--- config.mk ---
export PLATFORM = sky130hd
export DESIGN_NAME = hcv_fifo
export DESIGN_NICKNAME = d
export VERILOG_FILES = /design/src/rtl/hcv_pkg.sv /design/src/rtl/hcv_fifo.sv
export SDC_FILE = /design/constraint.sdc
export NUM_CORES = 1
export LEC_CHECK = 0
export BUFFER_PORTS_ARGS = -buffer_cell sky130_fd_sc_hd__buf_2
export CORE_MARGIN = 10
export CORE_UTILIZATION = 51
export CTS_CLUSTER_SIZE = 40
export DETAILED_ROUTE_END_ITERATION = 12
export HOLD_SLACK_MARGIN = 0.05
export PLACE_DENSITY = 0.75
export REMOVE_ABC_BUFFERS = 1
export SYNTH_ARGS = -nofsm -noshare
export SYNTH_HDL_FRONTEND = slang
export SYNTH_SLANG_ARGS = --single-unit
--- constraint.sdc ---
create_clock -name i_clk -period 2.4 [get_ports i_clk]
set_input_delay 0.48 -clock i_clk [delete_from_list [all_inputs] [get_ports i_clk]]
set_output_delay 0.48 -clock i_clk [all_outputs]
set_load 0.01 [all_outputs]
--- src/rtl/hcv_pkg.sv ---
// shared types and constants for the harris corner vote window
// no dependencies
package hcv_pkg;

    localparam int unsigned CfgWidth = 12;
    localparam int unsigned VoteWidth = 30;
    localparam int unsigned CoordWidth = 11;

    // configuration register indexes
    localparam logic CFG_WIDTH = 1'b0;
    localparam logic CFG_HEIGHT = 1'b1;

    // front to back queue entry
    typedef struct packed {
        logic [15:0]           cur;
        logic [15:0]           up1;
        logic [15:0]           up2;
        logic                  emit;
        logic [CoordWidth-1:0] col;
        logic [CoordWidth-1:0] row;
    } t_pix;

endpackage

--- src/rtl/hcv_fifo.sv ---
// short queue between front and back
// depends on hcv_pkg
module hcv_fifo #(
    parameter int unsigned DEPTH = 4
) (
    input  logic          i_clk,
    input  logic          i_rst_n,
    input  logic          i_push,
    input  hcv_pkg::t_pix i_data,
    output logic          o_full,
    input  logic          i_pop,
    output logic          o_empty,
    output hcv_pkg::t_pix o_data
);
    import hcv_pkg::*;

    localparam int unsigned PW = $clog2(DEPTH);

    t_pix            r_mem [DEPTH];
    logic [PW-1:0]   r_wp, r_rp;
    logic [PW:0]     r_cnt;

    assign o_full  = r_cnt == (PW+1)'(DEPTH);
    assign o_empty = r_cnt == '0;
    assign o_data  = r_mem[r_rp];

    always_ff @(posedge i_clk) begin
        if (!i_rst_n) begin
            r_wp  <= '0;
            r_rp  <= '0;
            r_cnt <= '0;
        end else begin
            if (i_push) begin
                r_wp <= (r_wp == PW'(DEPTH - 1)) ? '0 : r_wp + PW'(1);
            end
            if (i_pop) begin
                r_rp <= (r_rp == PW'(DEPTH - 1)) ? '0 : r_rp + PW'(1);
            end
            r_cnt <= r_cnt + (PW+1)'(i_push) - (PW+1)'(i_pop);
        end
    end

    always_ff @(posedge i_clk) begin
        if (i_push) begin
            r_mem[r_wp] <= i_data;
        end
    end
endmodule

==> flow_summary.toml <==
[critical_path]
crit_end = "o_data[55]"
cp_slowest_stage_delay_ps = 540
cp_cell_sequence = "buf_12 -> buf_16 -> mux4_2 -> buf_6"
cp_slowest_cell = "mux4_2"
crit_type = "reg -> out"
crit_path_end_kind = "output pin"
crit_required_ps = 1920
crit_fanout = 9
critPathBufInv = 3
reg2reg_depth = 7
reg2reg_setup_slack_ps = 570
path_depth = 4
reg2reg_from = "r_cnt[0]"
crit_arrival_ps = 1940
cp-start-kind = "register"
reg2reg_to = "r_cnt[2]"
crit_family = "multiplexers"

[cells_and_area]
layout.nets = 689
seqCellArea_um2 = 8720
layout_common_cells = "edfxtp_1 (284), buf_2 (101), mux4_2 (71)"
area_delta_synth_final_pct = 24.4
drive_above_1_share = 0.470
stdcell_count = 905
num-fill-cells = 1367
multi_input_area_um2 = 1860
final_common_cell = "edfxtp_1"
final_cell_area_um2 = 13400

[timing]
relSlewSlack = 0.648
rsz0062_at_grt = "yes"
fin_crit_sh = 1.01
hold_viol_final = 0
setup_viol = 20
fin_skew_ps = 9.64
drv_slew = 0
finalWorstSetupSlack_ps = -20.4
finalSetupTns_ps = -193
timing.fmax_ghz = 0.413
worstMarginPinSlew_ps = 528
holdWs_ps = 166
fin_crit_ps = 2420

[routing]
via_per_inst = 5.39
ant_nets = 0
vias = 4880
drt_wl_total_um = 21100
drt_pass1_iterations = 5
drc_errors = 0
drtIter0Drc = 297
wire_per_inst_um = 23.3

[clock_tree]
numCtsBuffers = 29
clkLatencyLatePin_ps = 520
clk_pin_slew_ps = 60
htree_levels = 1
cts-root-buf = "clkbuf_16"
ctsLongestPathBuffers = 3
cts_tree = "yes"
clock_sinks = 293

[global_route]
grt_pass1_vias = 5440
grt_max_degree = 48
overflow = 0
grt_pass1_wl_um = 31600
grt_usage = 0.152
antenna_found_initial = 6

[synth]
synth_seq_cells = 293
synthCells = 415
syn_area_per_cell_um2 = 26.0
yosysSeqAreaShare = 0.808
synth_cell_types = 20
netlist_area_um2 = 10800
yosysWarnings = 0

[floorplan]
die_w_um = 165
die_area_um2 = 27400
io_pins = 148
chipHeight_um = 165
start_util = 0.516
rows = 53
core_um2 = 20900

[power_and_ir_drop]
power_frac_comb = 0.106
power.density_nw_per_um2 = 852
switching_share = 0.209
p_switching_mw = 2.39
pwr-share-clk = 0.376
power.internal_mw = 9.03
leakage_nw = 4.59
peakVddDrop_mv = 0.527
p_seq_frac = 0.517

[placed_design]
portBuffers = 147
postPlaceCellArea_um2 = 11900
placed_cells = 836
dp_hpwl_um = 12900
post-place-ws_ps = 335
place_congestion = 0.736

[worst_hold_path]
hold_path.class = "in -> reg"
whs_path_depth = 1

[outcome]
violations = "setup timing"
outcome = "finished, violations left"

[job]
cap_violations = 0
## metrics by stage
step | power [mW] | util
finish | 11.4 | 0.642
global route | 11.8 | 0.641
CTS | 11.4 | 0.630
detailed placement | 7.02 | 0.570
global placement | 6.97 | 0.570
floorplan | 6.57 | -
## cells in the mapped netlist
library cell,count,area (um^2)
ha_1,7,87.6
nor2_1,3,11.3
buf_12,7,140
inv_1,7,26.3
mux2i_1,2,20.0
nor3_1,1,5.00
and3_1,1,6.26
dfxtp_1,9,180
fa_1,1,20.0
or3b_2,2,17.5
nand2b_1,2,12.5
a21oi_1,2,10.0
mux4_1,1,26.3
and2_1,6,37.5
buf_2,7,35.0
buf_1,1,3.75
xor3_1,1,23.8
edfxtp_1,284,8530
buf_6,1,11.3
mux4_2,70,1580
## registers in the layout (all words and copies together) (netlist names), named ones only
name	flops
r_wp	2
r_cnt	3
r_rp	2
r_mem	284
## logic make-up after synthesis
logic type                 Yosys count  synth area share
xor gates and xnor gates             1           0.00221
muxes                               73             0.151
DFF                                293             0.808
adders and majority gates            8           0.00998
and+or+nand+nor                     15           0.00836
buffers and inverters               23            0.0201
AOI/OAI and AO/OA                    2          0.000929
## worst min-delay path by stage
stage | from | endpoint
floorplan | r_rp[0] | register
global placement | r_rp[0] | register
detailed placement | r_rp[0] | register
CTS | i_data[42] | r_mem[0][42]
global route | i_data[27] | r_mem[0][27]
finish | i_data[42] | r_mem[0][42]
## layout make-up
cell class	instances	area share
Inverter	7	0.00196
Antenna cell	4	0.000747
Multi-Input combinational cell	99	0.139
Timing Repair Buffer	176	0.115
Clock buffer	36	0.0561
Sequential cell	293	0.650
Clock inverter	15	0.0114
Tap cell	275	0.0257
## layer usage
metal,vias to the layer above,GRT usage,part of all wire
met3,24,0.0434,0.074
met1,2543,0.194,0.41
met5,-,0,0.00099
li1,2156,-,-
met4,4,0.0351,0.011
met2,153,0.255,0.50
## timing repair
action                     in CTS  in global routing
hold endpoints to repair        0                  0
gates resized for setup        33                 20
setup buffers                   4                  2
cloned                          4                  4
hold buffers                    0                  0
setup endpoints to repair      65                 66
## power groups by stage
stage / Sequential (mW) / Combinational (mW) / Clock [mW]
detailed placement: 6.02 / 0.999 / 0
floorplan: 6.06 / 0.509 / 0
finish: 5.91 / 1.21 / 4.29
global route: 5.92 / 1.31 / 4.61
global placement: 6.01 / 0.965 / 0
CTS: 5.91 / 1.16 / 4.38
Note: power is estimated with default switching activity, not from simulation.
